$ cat src/rtl/core/xxh64_pkg.sv
// ---------------------------------------------------------------------------
// xxh64_pkg
// Shared types, primes and helpers for the streaming XXH64 hasher.
// ---------------------------------------------------------------------------
`default_nettype none

package xxh64_pkg;

    localparam logic [63:0] PRIME1 = 64'h9E3779B185EBCA87;
    localparam logic [63:0] PRIME2 = 64'hC2B2AE3D27D4EB4F;
    localparam logic [63:0] PRIME3 = 64'h165667B19E3779F9;
    localparam logic [63:0] PRIME4 = 64'h85EBCA77C2B2AE63;
    localparam logic [63:0] PRIME5 = 64'h27D4EB2F165667C5;

    localparam int STRIPE_BYTES = 32;
    localparam int WORD_BYTES   = 8;
    localparam int LANES        = 4;

    // register index of the seed
    localparam logic REG_SEED = 1'b0;

    typedef enum logic [4:0] {
        OP_NONE,
        OP_LOAD,      // capture input transaction
        OP_INS_LO,    // place bytes that fit in the current stripe
        OP_INS_HI,    // place wrapped bytes, update fill
        OP_X_LANE,    // X = stripe lane[idx]
        OP_X_ACCSUM,  // X = rotl(acc[idx] + P, 31)
        OP_X_ACC,     // X = acc[idx]
        OP_X_PROT31,  // X = rotl(P, 31)
        OP_ACC_P,     // acc[idx] = P
        OP_MUL,       // P = X * K (multi-cycle)
        OP_MERGE0,    // h = rotl(a0,1) + rotl(a1,7)
        OP_MERGE1,    // h += rotl(a2,12) + rotl(a3,18)
        OP_SHORT,     // h = acc2 + P5
        OP_ADDLEN,    // h += length
        OP_HX_XOR,    // h ^= P, X = rot(h ^ P)
        OP_H_PADD,    // h = P + K, pos += pos_inc
        OP_X_TLANE,   // X = tail lane at pos
        OP_X_WORD4,   // X = tail 32-bit word at pos
        OP_X_BYTE,    // X = tail byte at pos
        OP_AV1,       // h ^= h >> 33, X = same
        OP_AV2,       // h = P ^ P >> 29, X = same
        OP_AV3,       // h = P ^ P >> 32
        OP_EMIT       // load output register, restart message
    } dp_op_t;

    typedef enum logic [1:0] {KM_P1, KM_P2, KM_P3, KM_P5} kmul_t;
    typedef enum logic [1:0] {KA_ZERO, KA_P3, KA_P4} kadd_t;
    typedef enum logic [1:0] {ROT_0, ROT_27, ROT_23, ROT_11} rot_t;

    typedef struct packed {
        dp_op_t     op;
        logic [1:0] idx;
        kmul_t      kmul;
        kadd_t      kadd;
        rot_t       rot;
        logic [3:0] pos_inc;
    } dp_cmd_t;

    typedef struct packed {
        logic wrap;      // stripe fills on this transaction
        logic last;
        logic long_msg;  // length >= 32
        logic rem_ge8;
        logic rem_ge4;
        logic rem_nz;
        logic mul_done;
        logic out_busy;
    } dp_stat_t;

    typedef enum logic [4:0] {
        ST_IDLE, ST_INS_LO, ST_F_XL, ST_F_XA, ST_F_WA, ST_INS_HI,
        ST_FIN, ST_G_M1, ST_G_XA, ST_G_R31, ST_G_XOR, ST_G_ADD,
        ST_SHORT, ST_LEN, ST_TAIL,
        ST_T8_X, ST_T8_R, ST_T8_XOR, ST_T8_ADD,
        ST_T4_X, ST_T4_XOR, ST_T4_ADD,
        ST_T1_X, ST_T1_XOR, ST_T1_ADD,
        ST_AV1, ST_AV2, ST_AV3, ST_EMIT, ST_MUL
    } ctrl_state_t;

    function automatic logic [63:0] kmul_value(kmul_t k);
        case (k)
            KM_P1:   return PRIME1;
            KM_P2:   return PRIME2;
            KM_P3:   return PRIME3;
            KM_P5:   return PRIME5;
            default: return PRIME1;
        endcase
    endfunction

    function automatic logic [63:0] kadd_value(kadd_t k);
        case (k)
            KA_P3:   return PRIME3;
            KA_P4:   return PRIME4;
            default: return 64'd0;
        endcase
    endfunction

    function automatic logic [63:0] rotl(logic [63:0] x, int r);
        return (x << r) | (x >> (64 - r));
    endfunction

endpackage

`default_nettype wire

$ cat src/rtl/core/xxh64_ctrl.sv
// ---------------------------------------------------------------------------
// xxh64_ctrl
// Sequencer: stripe folds, digest merge, tail folds and avalanche.
// ---------------------------------------------------------------------------
`default_nettype none

module xxh64_ctrl (
    input  wire logic                aclk,
    input  wire logic                aresetn,
    input  wire logic                in_valid,
    output logic                     in_ready,
    input  wire xxh64_pkg::dp_stat_t stat,
    output xxh64_pkg::dp_cmd_t       cmd
);

    xxh64_pkg::ctrl_state_t state_reg, state_next, ret_reg, ret_next;
    xxh64_pkg::kmul_t       km_reg, km_next;
    logic [1:0]             idx_reg, idx_next;

    always_ff @(posedge aclk) begin
        if (!aresetn) begin
            state_reg <= xxh64_pkg::ST_IDLE;
            ret_reg   <= xxh64_pkg::ST_IDLE;
            km_reg    <= xxh64_pkg::KM_P1;
            idx_reg   <= 2'd0;
        end else begin
            state_reg <= state_next;
            ret_reg   <= ret_next;
            km_reg    <= km_next;
            idx_reg   <= idx_next;
        end
    end

    always_comb begin
        state_next  = state_reg;
        ret_next    = ret_reg;
        km_next     = km_reg;
        idx_next    = idx_reg;
        in_ready    = 1'b0;
        cmd.op      = xxh64_pkg::OP_NONE;
        cmd.idx     = idx_reg;
        cmd.kmul    = km_reg;
        cmd.kadd    = xxh64_pkg::KA_ZERO;
        cmd.rot     = xxh64_pkg::ROT_0;
        cmd.pos_inc = 4'd0;

        case (state_reg)
            xxh64_pkg::ST_IDLE: begin
                in_ready = 1'b1;
                if (in_valid) begin
                    cmd.op     = xxh64_pkg::OP_LOAD;
                    state_next = xxh64_pkg::ST_INS_LO;
                end
            end
            xxh64_pkg::ST_INS_LO: begin
                cmd.op   = xxh64_pkg::OP_INS_LO;
                idx_next = 2'd0;
                state_next = stat.wrap ? xxh64_pkg::ST_F_XL : xxh64_pkg::ST_INS_HI;
            end
            // stripe fold, one lane per pass
            xxh64_pkg::ST_F_XL: begin
                cmd.op     = xxh64_pkg::OP_X_LANE;
                km_next    = xxh64_pkg::KM_P2;
                ret_next   = xxh64_pkg::ST_F_XA;
                state_next = xxh64_pkg::ST_MUL;
            end
            xxh64_pkg::ST_F_XA: begin
                cmd.op     = xxh64_pkg::OP_X_ACCSUM;
                km_next    = xxh64_pkg::KM_P1;
                ret_next   = xxh64_pkg::ST_F_WA;
                state_next = xxh64_pkg::ST_MUL;
            end
            xxh64_pkg::ST_F_WA: begin
                cmd.op   = xxh64_pkg::OP_ACC_P;
                idx_next = idx_reg + 2'd1;
                state_next = (idx_reg == 2'd3) ? xxh64_pkg::ST_INS_HI : xxh64_pkg::ST_F_XL;
            end
            xxh64_pkg::ST_INS_HI: begin
                cmd.op     = xxh64_pkg::OP_INS_HI;
                state_next = stat.last ? xxh64_pkg::ST_FIN : xxh64_pkg::ST_IDLE;
            end
            xxh64_pkg::ST_FIN: begin
                idx_next = 2'd0;
                if (stat.long_msg) begin
                    cmd.op     = xxh64_pkg::OP_MERGE0;
                    state_next = xxh64_pkg::ST_G_M1;
                end else begin
                    state_next = xxh64_pkg::ST_SHORT;
                end
            end
            xxh64_pkg::ST_G_M1: begin
                cmd.op     = xxh64_pkg::OP_MERGE1;
                state_next = xxh64_pkg::ST_G_XA;
            end
            // merge of each accumulator
            xxh64_pkg::ST_G_XA: begin
                cmd.op     = xxh64_pkg::OP_X_ACC;
                km_next    = xxh64_pkg::KM_P2;
                ret_next   = xxh64_pkg::ST_G_R31;
                state_next = xxh64_pkg::ST_MUL;
            end
            xxh64_pkg::ST_G_R31: begin
                cmd.op     = xxh64_pkg::OP_X_PROT31;
                km_next    = xxh64_pkg::KM_P1;
                ret_next   = xxh64_pkg::ST_G_XOR;
                state_next = xxh64_pkg::ST_MUL;
            end
            xxh64_pkg::ST_G_XOR: begin
                cmd.op     = xxh64_pkg::OP_HX_XOR;
                km_next    = xxh64_pkg::KM_P1;
                ret_next   = xxh64_pkg::ST_G_ADD;
                state_next = xxh64_pkg::ST_MUL;
            end
            xxh64_pkg::ST_G_ADD: begin
                cmd.op   = xxh64_pkg::OP_H_PADD;
                cmd.kadd = xxh64_pkg::KA_P4;
                idx_next = idx_reg + 2'd1;
                state_next = (idx_reg == 2'd3) ? xxh64_pkg::ST_LEN : xxh64_pkg::ST_G_XA;
            end
            xxh64_pkg::ST_SHORT: begin
                cmd.op     = xxh64_pkg::OP_SHORT;
                state_next = xxh64_pkg::ST_LEN;
            end
            xxh64_pkg::ST_LEN: begin
                cmd.op     = xxh64_pkg::OP_ADDLEN;
                state_next = xxh64_pkg::ST_TAIL;
            end
            xxh64_pkg::ST_TAIL: begin
                if (stat.rem_ge8)     state_next = xxh64_pkg::ST_T8_X;
                else if (stat.rem_ge4) state_next = xxh64_pkg::ST_T4_X;
                else if (stat.rem_nz)  state_next = xxh64_pkg::ST_T1_X;
                else                   state_next = xxh64_pkg::ST_AV1;
            end
            // 8-byte tail step
            xxh64_pkg::ST_T8_X: begin
                cmd.op     = xxh64_pkg::OP_X_TLANE;
                km_next    = xxh64_pkg::KM_P2;
                ret_next   = xxh64_pkg::ST_T8_R;
                state_next = xxh64_pkg::ST_MUL;
            end
            xxh64_pkg::ST_T8_R: begin
                cmd.op     = xxh64_pkg::OP_X_PROT31;
                km_next    = xxh64_pkg::KM_P1;
                ret_next   = xxh64_pkg::ST_T8_XOR;
                state_next = xxh64_pkg::ST_MUL;
            end
            xxh64_pkg::ST_T8_XOR: begin
                cmd.op     = xxh64_pkg::OP_HX_XOR;
                cmd.rot    = xxh64_pkg::ROT_27;
                km_next    = xxh64_pkg::KM_P1;
                ret_next   = xxh64_pkg::ST_T8_ADD;
                state_next = xxh64_pkg::ST_MUL;
            end
            xxh64_pkg::ST_T8_ADD: begin
                cmd.op      = xxh64_pkg::OP_H_PADD;
                cmd.kadd    = xxh64_pkg::KA_P4;
                cmd.pos_inc = 4'd8;
                state_next  = xxh64_pkg::ST_TAIL;
            end
            // 4-byte tail step
            xxh64_pkg::ST_T4_X: begin
                cmd.op     = xxh64_pkg::OP_X_WORD4;
                km_next    = xxh64_pkg::KM_P1;
                ret_next   = xxh64_pkg::ST_T4_XOR;
                state_next = xxh64_pkg::ST_MUL;
            end
            xxh64_pkg::ST_T4_XOR: begin
                cmd.op     = xxh64_pkg::OP_HX_XOR;
                cmd.rot    = xxh64_pkg::ROT_23;
                km_next    = xxh64_pkg::KM_P2;
                ret_next   = xxh64_pkg::ST_T4_ADD;
                state_next = xxh64_pkg::ST_MUL;
            end
            xxh64_pkg::ST_T4_ADD: begin
                cmd.op      = xxh64_pkg::OP_H_PADD;
                cmd.kadd    = xxh64_pkg::KA_P3;
                cmd.pos_inc = 4'd4;
                state_next  = xxh64_pkg::ST_TAIL;
            end
            // 1-byte tail step
            xxh64_pkg::ST_T1_X: begin
                cmd.op     = xxh64_pkg::OP_X_BYTE;
                km_next    = xxh64_pkg::KM_P5;
                ret_next   = xxh64_pkg::ST_T1_XOR;
                state_next = xxh64_pkg::ST_MUL;
            end
            xxh64_pkg::ST_T1_XOR: begin
                cmd.op     = xxh64_pkg::OP_HX_XOR;
                cmd.rot    = xxh64_pkg::ROT_11;
                km_next    = xxh64_pkg::KM_P1;
                ret_next   = xxh64_pkg::ST_T1_ADD;
                state_next = xxh64_pkg::ST_MUL;
            end
            xxh64_pkg::ST_T1_ADD: begin
                cmd.op      = xxh64_pkg::OP_H_PADD;
                cmd.pos_inc = 4'd1;
                state_next  = xxh64_pkg::ST_TAIL;
            end
            // avalanche
            xxh64_pkg::ST_AV1: begin
                cmd.op     = xxh64_pkg::OP_AV1;
                km_next    = xxh64_pkg::KM_P2;
                ret_next   = xxh64_pkg::ST_AV2;
                state_next = xxh64_pkg::ST_MUL;
            end
            xxh64_pkg::ST_AV2: begin
                cmd.op     = xxh64_pkg::OP_AV2;
                km_next    = xxh64_pkg::KM_P3;
                ret_next   = xxh64_pkg::ST_AV3;
                state_next = xxh64_pkg::ST_MUL;
            end
            xxh64_pkg::ST_AV3: begin
                cmd.op     = xxh64_pkg::OP_AV3;
                state_next = xxh64_pkg::ST_EMIT;
            end
            xxh64_pkg::ST_EMIT: begin
                if (!stat.out_busy) begin
                    cmd.op     = xxh64_pkg::OP_EMIT;
                    state_next = xxh64_pkg::ST_IDLE;
                end
            end
            xxh64_pkg::ST_MUL: begin
                cmd.op = xxh64_pkg::OP_MUL;
                if (stat.mul_done) state_next = ret_reg;
            end
            default: state_next = xxh64_pkg::ST_IDLE;
        endcase
    end

endmodule

`default_nettype wire

$ cat config.mk
export PLATFORM = sky130hd
export DESIGN_NAME = xxh64_ctrl
export DESIGN_NICKNAME = d
export VERILOG_FILES = /design/src/rtl/core/xxh64_pkg.sv /design/src/rtl/core/xxh64_ctrl.sv
export SDC_FILE = /design/constraint.sdc
export NUM_CORES = 1
export LEC_CHECK = 0
export BUFFER_PORTS_ARGS = -buffer_cell sky130_fd_sc_hd__buf_2
export CORE_MARGIN = 3
export CORE_UTILIZATION = 51
export DETAILED_ROUTE_END_ITERATION = 8
export PLACE_DENSITY = 0.77
export SLEW_MARGIN = 5
export SYNTH_ARGS = -nofsm -noshare
export SYNTH_HDL_FRONTEND = slang
export SYNTH_SLANG_ARGS = --single-unit
$ cat constraint.sdc
create_clock -name aclk -period 1.44 [get_ports aclk]
set_input_delay 0.072 -clock aclk [delete_from_list [all_inputs] [get_ports aclk]]
set_output_delay 0.072 -clock aclk [all_outputs]
set_load 0.03 [all_outputs]
==> impl_metrics.tcl, run 1 <==
set metrics [dict create \
    status "stopped before the end" \
    haltStage "clock tree synthesis (4_1_cts)" \
    error "[ERROR DPL-0033] detailed placement checks failed during check placement." \
    clock-sinks 14 \
    die_w_um 63.0 \
    numCtsBuffers 3 \
    start_util 0.538 \
    synth_nets 250 \
    synthCells 238 \
    ys_ff_latch 14 \
    cts-root-buf "clkbuf_4" \
    htree_levels 1 \
    ctsResizeCount 137 \
    synth_async_sr_flop_share 0 \
    synth_compound_area_frac 0.409 \
    ys_types 68 \
    synth_top_family_by_area "compound AO/OA/AOI/OAI gates" \
    ys_warn_count 0 \
    synth-adder-area-share 0.00755 \
    synth-xor-area-share 0.0106 \
    dpl.hpwl_um 4880 \
    synthMuxAreaShare 0.00680 \
    synth-simple-area-share 0.303 \
    portBuffers 27 \
    clockBufferDepth 2 \
    synthFlopType "dfxtp_1" \
    core.rowCount 20 \
    post_cts_buffers 17 \
    synth_edf_count 0 \
    routabilityCongestion 0.987 \
    io_pins 29 \
    hold_buffers 0 \
    synth_area_per_cell_um2 6.96 \
    syn_area_um2 1660 \
    die_h_um 63.0 \
    yosysSeqAreaShare 0.169 \
]
[kinds of logic after synthesis]
logic type,count (synthesis)
fa+ha+maj,1
buf+inv,31
flops,14
xor+xnor,2
other cells,1
mux,1
simple gates,89
compound gates,99
[cells in the mapped netlist (all sizes together) (3+ instances only)]
cell type / count / area (um2)
nor2: 21 / 81.3
nor2b: 8 / 57.6
nand3: 4 / 20.0
or3: 4 / 25.0
nand2: 16 / 60.1
o21ai: 27 / 135
dfxtp: 14 / 280
o22ai: 4 / 38.8
o211ai: 3 / 22.5
and2b: 3 / 25.0
inv: 6 / 22.5
a22oi: 5 / 37.5
a211oi: 5 / 50.1
nand2b: 4 / 25.0
or2: 3 / 18.8
buf: 21 / 114
a21oi: 24 / 120
nor4: 3 / 31.3
a31oi: 4 / 25.0
nor3: 11 / 60.1
[stage by stage]
| stage | worst slack, ns | cell area, um2 | cells | util | hold slack (ns) |
|---|---|---|---|---|---|
| 2_1_floorplan | -0.111 | 1800 | 238 | - | 0.187 |
| 3_3_place_gp | -0.254 | 2390 | 358 | 0.778 | 0.368 |
| 3_5_place_dp | -0.274 | 2390 | 358 | 0.778 | 0.378 |
==> inputs of run 2 (changes only) <==
--- a/config.mk
+++ b/config.mk
@@ -7,9 +7,9 @@
 export LEC_CHECK = 0
 export BUFFER_PORTS_ARGS = -buffer_cell sky130_fd_sc_hd__buf_2
 export CORE_MARGIN = 3
-export CORE_UTILIZATION = 51
+export CORE_UTILIZATION = 40
 export DETAILED_ROUTE_END_ITERATION = 8
-export PLACE_DENSITY = 0.77
+export PLACE_DENSITY_LB_ADDON = 0.15
 export SLEW_MARGIN = 5
 export SYNTH_ARGS = -nofsm -noshare
 export SYNTH_HDL_FRONTEND = slang
==> constraint.sdc (replaced) <==
create_clock -name aclk -period 1.87 [get_ports aclk]
set_input_delay 0.0935 -clock aclk [delete_from_list [all_inputs] [get_ports aclk]]
set_output_delay 0.0935 -clock aclk [all_outputs]
set_load 0.03 [all_outputs]
==> run 2 against run 1 <==
Compared with the run above:
- the run now ends clean
- synthesized area unchanged
- synthesized cell count unchanged
==> impl_metrics.tcl, run 2 <==
set metrics [dict create \
    fill_cells 379 \
    leakage_nw 0.796 \
    slowest_delay_ns 0.38 \
    p_seq_frac 0.149 \
    routabilityCongestion 0.940 \
    fin_crit_ns 1.78 \
    p_comb_frac 0.775 \
    timing.final.crit_share 0.954 \
    die_w_um 70.4 \
    numCtsBuffers 3 \
    ys_warn_count 0 \
    slowest_stage "dfxtp_2" \
    grt_pass1_vias 1784 \
    dr_total_vias 2069 \
    portBuffers 27 \
    clockBufferDepth 2 \
    synthFlopType "dfxtp_1" \
    start_util 0.433 \
    fmax_mhz 561 \
    critPathTopFamily "compound AO/OA/AOI/OAI gates" \
    critPathKind "reg -> out" \
    clkLatencyLatePin_ns 0.25 \
    syn2layout_area_growth_pct 24.8 \
    clk_pin_slew_ns 0.07 \
    globalRouteOverflowTotal 0 \
    hold_violations 0 \
    grt_max_degree 32 \
    synth_nets 250 \
    synth_async_sr_flop_share 0 \
    antenna_found_initial 0 \
    fin_nets 289 \
    synth_largest_type_area_fraction 0.169 \
    yosys-top-cells-count "o21ai_0, a21oi_1, nor2_1" \
    grt_pass1_wl_um 9250 \
    crit_required_ns 1.78 \
    pre_cts_ws_ns 0.113 \
    holdWs_ns 0.148 \
    layout_common_cells "buf_4, buf_2, a21oi_1, o21ai_0, nor2_1" \
    dpl.hpwl_um 4320 \
    critPathCaptureType "output pin" \
    core_area_um2 3830 \
    drc_errors 0 \
    cts_tree "yes" \
    io_pins 29 \
    antenna_cells 0 \
    synth_edf_count 0 \
    htree_levels 1 \
    path_max_fanout 8 \
    drt-vias-per-instance 6.39 \
    worstPathCellList "buf_4 > o21ai_0 > a21oi_1 > o21ai_0 > o31ai_2 > clkbuf_4" \
    yosys.area.top_type "dfxtp_1" \
    power_density_nw_per_um2 1990 \
    dieArea_um2 4950 \
    vdd_drop_max_v 0.000747 \
    layout_setup_ws_ns 0.0863 \
    fin_skew_ns 0.00135 \
    dpl_cell_area_um2 1990 \
    power.share.switching 0.538 \
    synthCells 238 \
    p_int_mw 1.90 \
    final-setup-viol-count 0 \
    syn_area_um2 1660 \
    ys_types 68 \
    instances_no_fill 324 \
    final_common_cell "buf_4" \
    ys_ff_latch 14 \
    worst-path-buf-inv 2 \
    totalPowerFinal_mw 4.12 \
    drv_cap 0 \
    dpl.cell_count 320 \
    post_cts_buffers 0 \
    drv_slew 0 \
    crit_path_start_kind "flop" \
    detail-route-antenna-nets 0 \
    core.rowCount 22 \
    grtUsageTotal 0.231 \
    clkPwrFrac 0.076 \
    drt-total-wl_um 5700 \
    firstDrtPassIters 5 \
    yosysSeqAreaShare 0.169 \
    cp.arrival_ns 1.69 \
    cts-root-buf "clkbuf_8" \
    switching_power_mw 2.22 \
    drtIter0Drc 279 \
    clock-sinks 14 \
    synth_area_per_cell_um2 6.96 \
    synth_area_leaders "dfxtp_1, o21ai_0, a21oi_1" \
    synth.most_common_cell "o21ai_0" \
    design_area_um2 2070 \
    crit_top_cell "o21ai_0" \
    wl_per_cell_um 17.6 \
    status "completed" \
    hold_class "in -> reg" \
    drive_gt1_frac 0.326 \
    die_h_um 70.4 \
]
## run 2: timing repair
item                       4_1_cts  5_1_grt
resized for setup                6        6
setup endpoints to repair        6        4
hold buffers                     0        0
## run 2: path summary, 6_finish.rpt
path	from	end	slack, ns	cells past startpoint
min reg2reg	km_reg[1]	km_reg[1]	0.49	2
min	aresetn	ret_reg[1]	0.15	2
max	state_reg[0]	cmd[15]	0.09	6
max reg2reg	state_reg[4]	state_reg[3]	0.19	6
## run 2: metal layers
metal  GRT usage  vias up  routed length (um)
met5           0        -                   0
met4      0.0745        0                 133
met3      0.0446       17                 551
met2       0.346      128                2520
met1       0.329      955                2490
li1            -      969                   -
## run 2: layout make-up
class                           count  area [um2]  share of cell area
Clock buffer                        4        55.1              0.0266
Inverter                            8        31.3              0.0151
Multi-Input combinational cell    193        1240               0.599
Sequential cell                    14         292               0.141
Tap cell                           48        60.1              0.0291
Timing Repair Buffer               57         390               0.189
## run 2: worst register-to-register path, delay by kind of cell (launching register included)
family                 cells  cell delay (ns)
buffers and inverters      1             0.19
AOI/OAI and AO/OA          3             0.40
DFF                        1             0.38
and+or+nand+nor            2             0.63
## run 2: cell families (layout without fill, tap and decap cells)
kind of cell,Yosys count,count (layout),share of synthesized area
other,1,1,0.00226
AOI/OAI and AO/OA,99,99,0.409
buffers and inverters,31,69,0.0914
xor gates and xnor gates,2,2,0.0106
adders and majority gates,1,1,0.00755
muxes,1,1,0.00680
and+or+nand+nor,89,89,0.303
DFF,14,14,0.169
## run 2: per-stage QoR
step	util	TNS, ns
final	0.540	0
after CTS	0.537	0
after floorplan	-	0
after global routing	0.540	-0.0190
after global placement	0.521	0
after detailed placement	0.521	0
## run 2: power by group through the flow
stage                     logic (mW)  clock network (mW)  registers [mW]
after floorplan                 2.26                   0           0.516
after global placement          3.15                   0           0.585
after detailed placement        3.12                   0           0.588
after CTS                       3.14               0.319           0.594
after global routing            3.45               0.333           0.631
final                           3.19               0.313           0.612
Power figures use the tool's default switching activity.
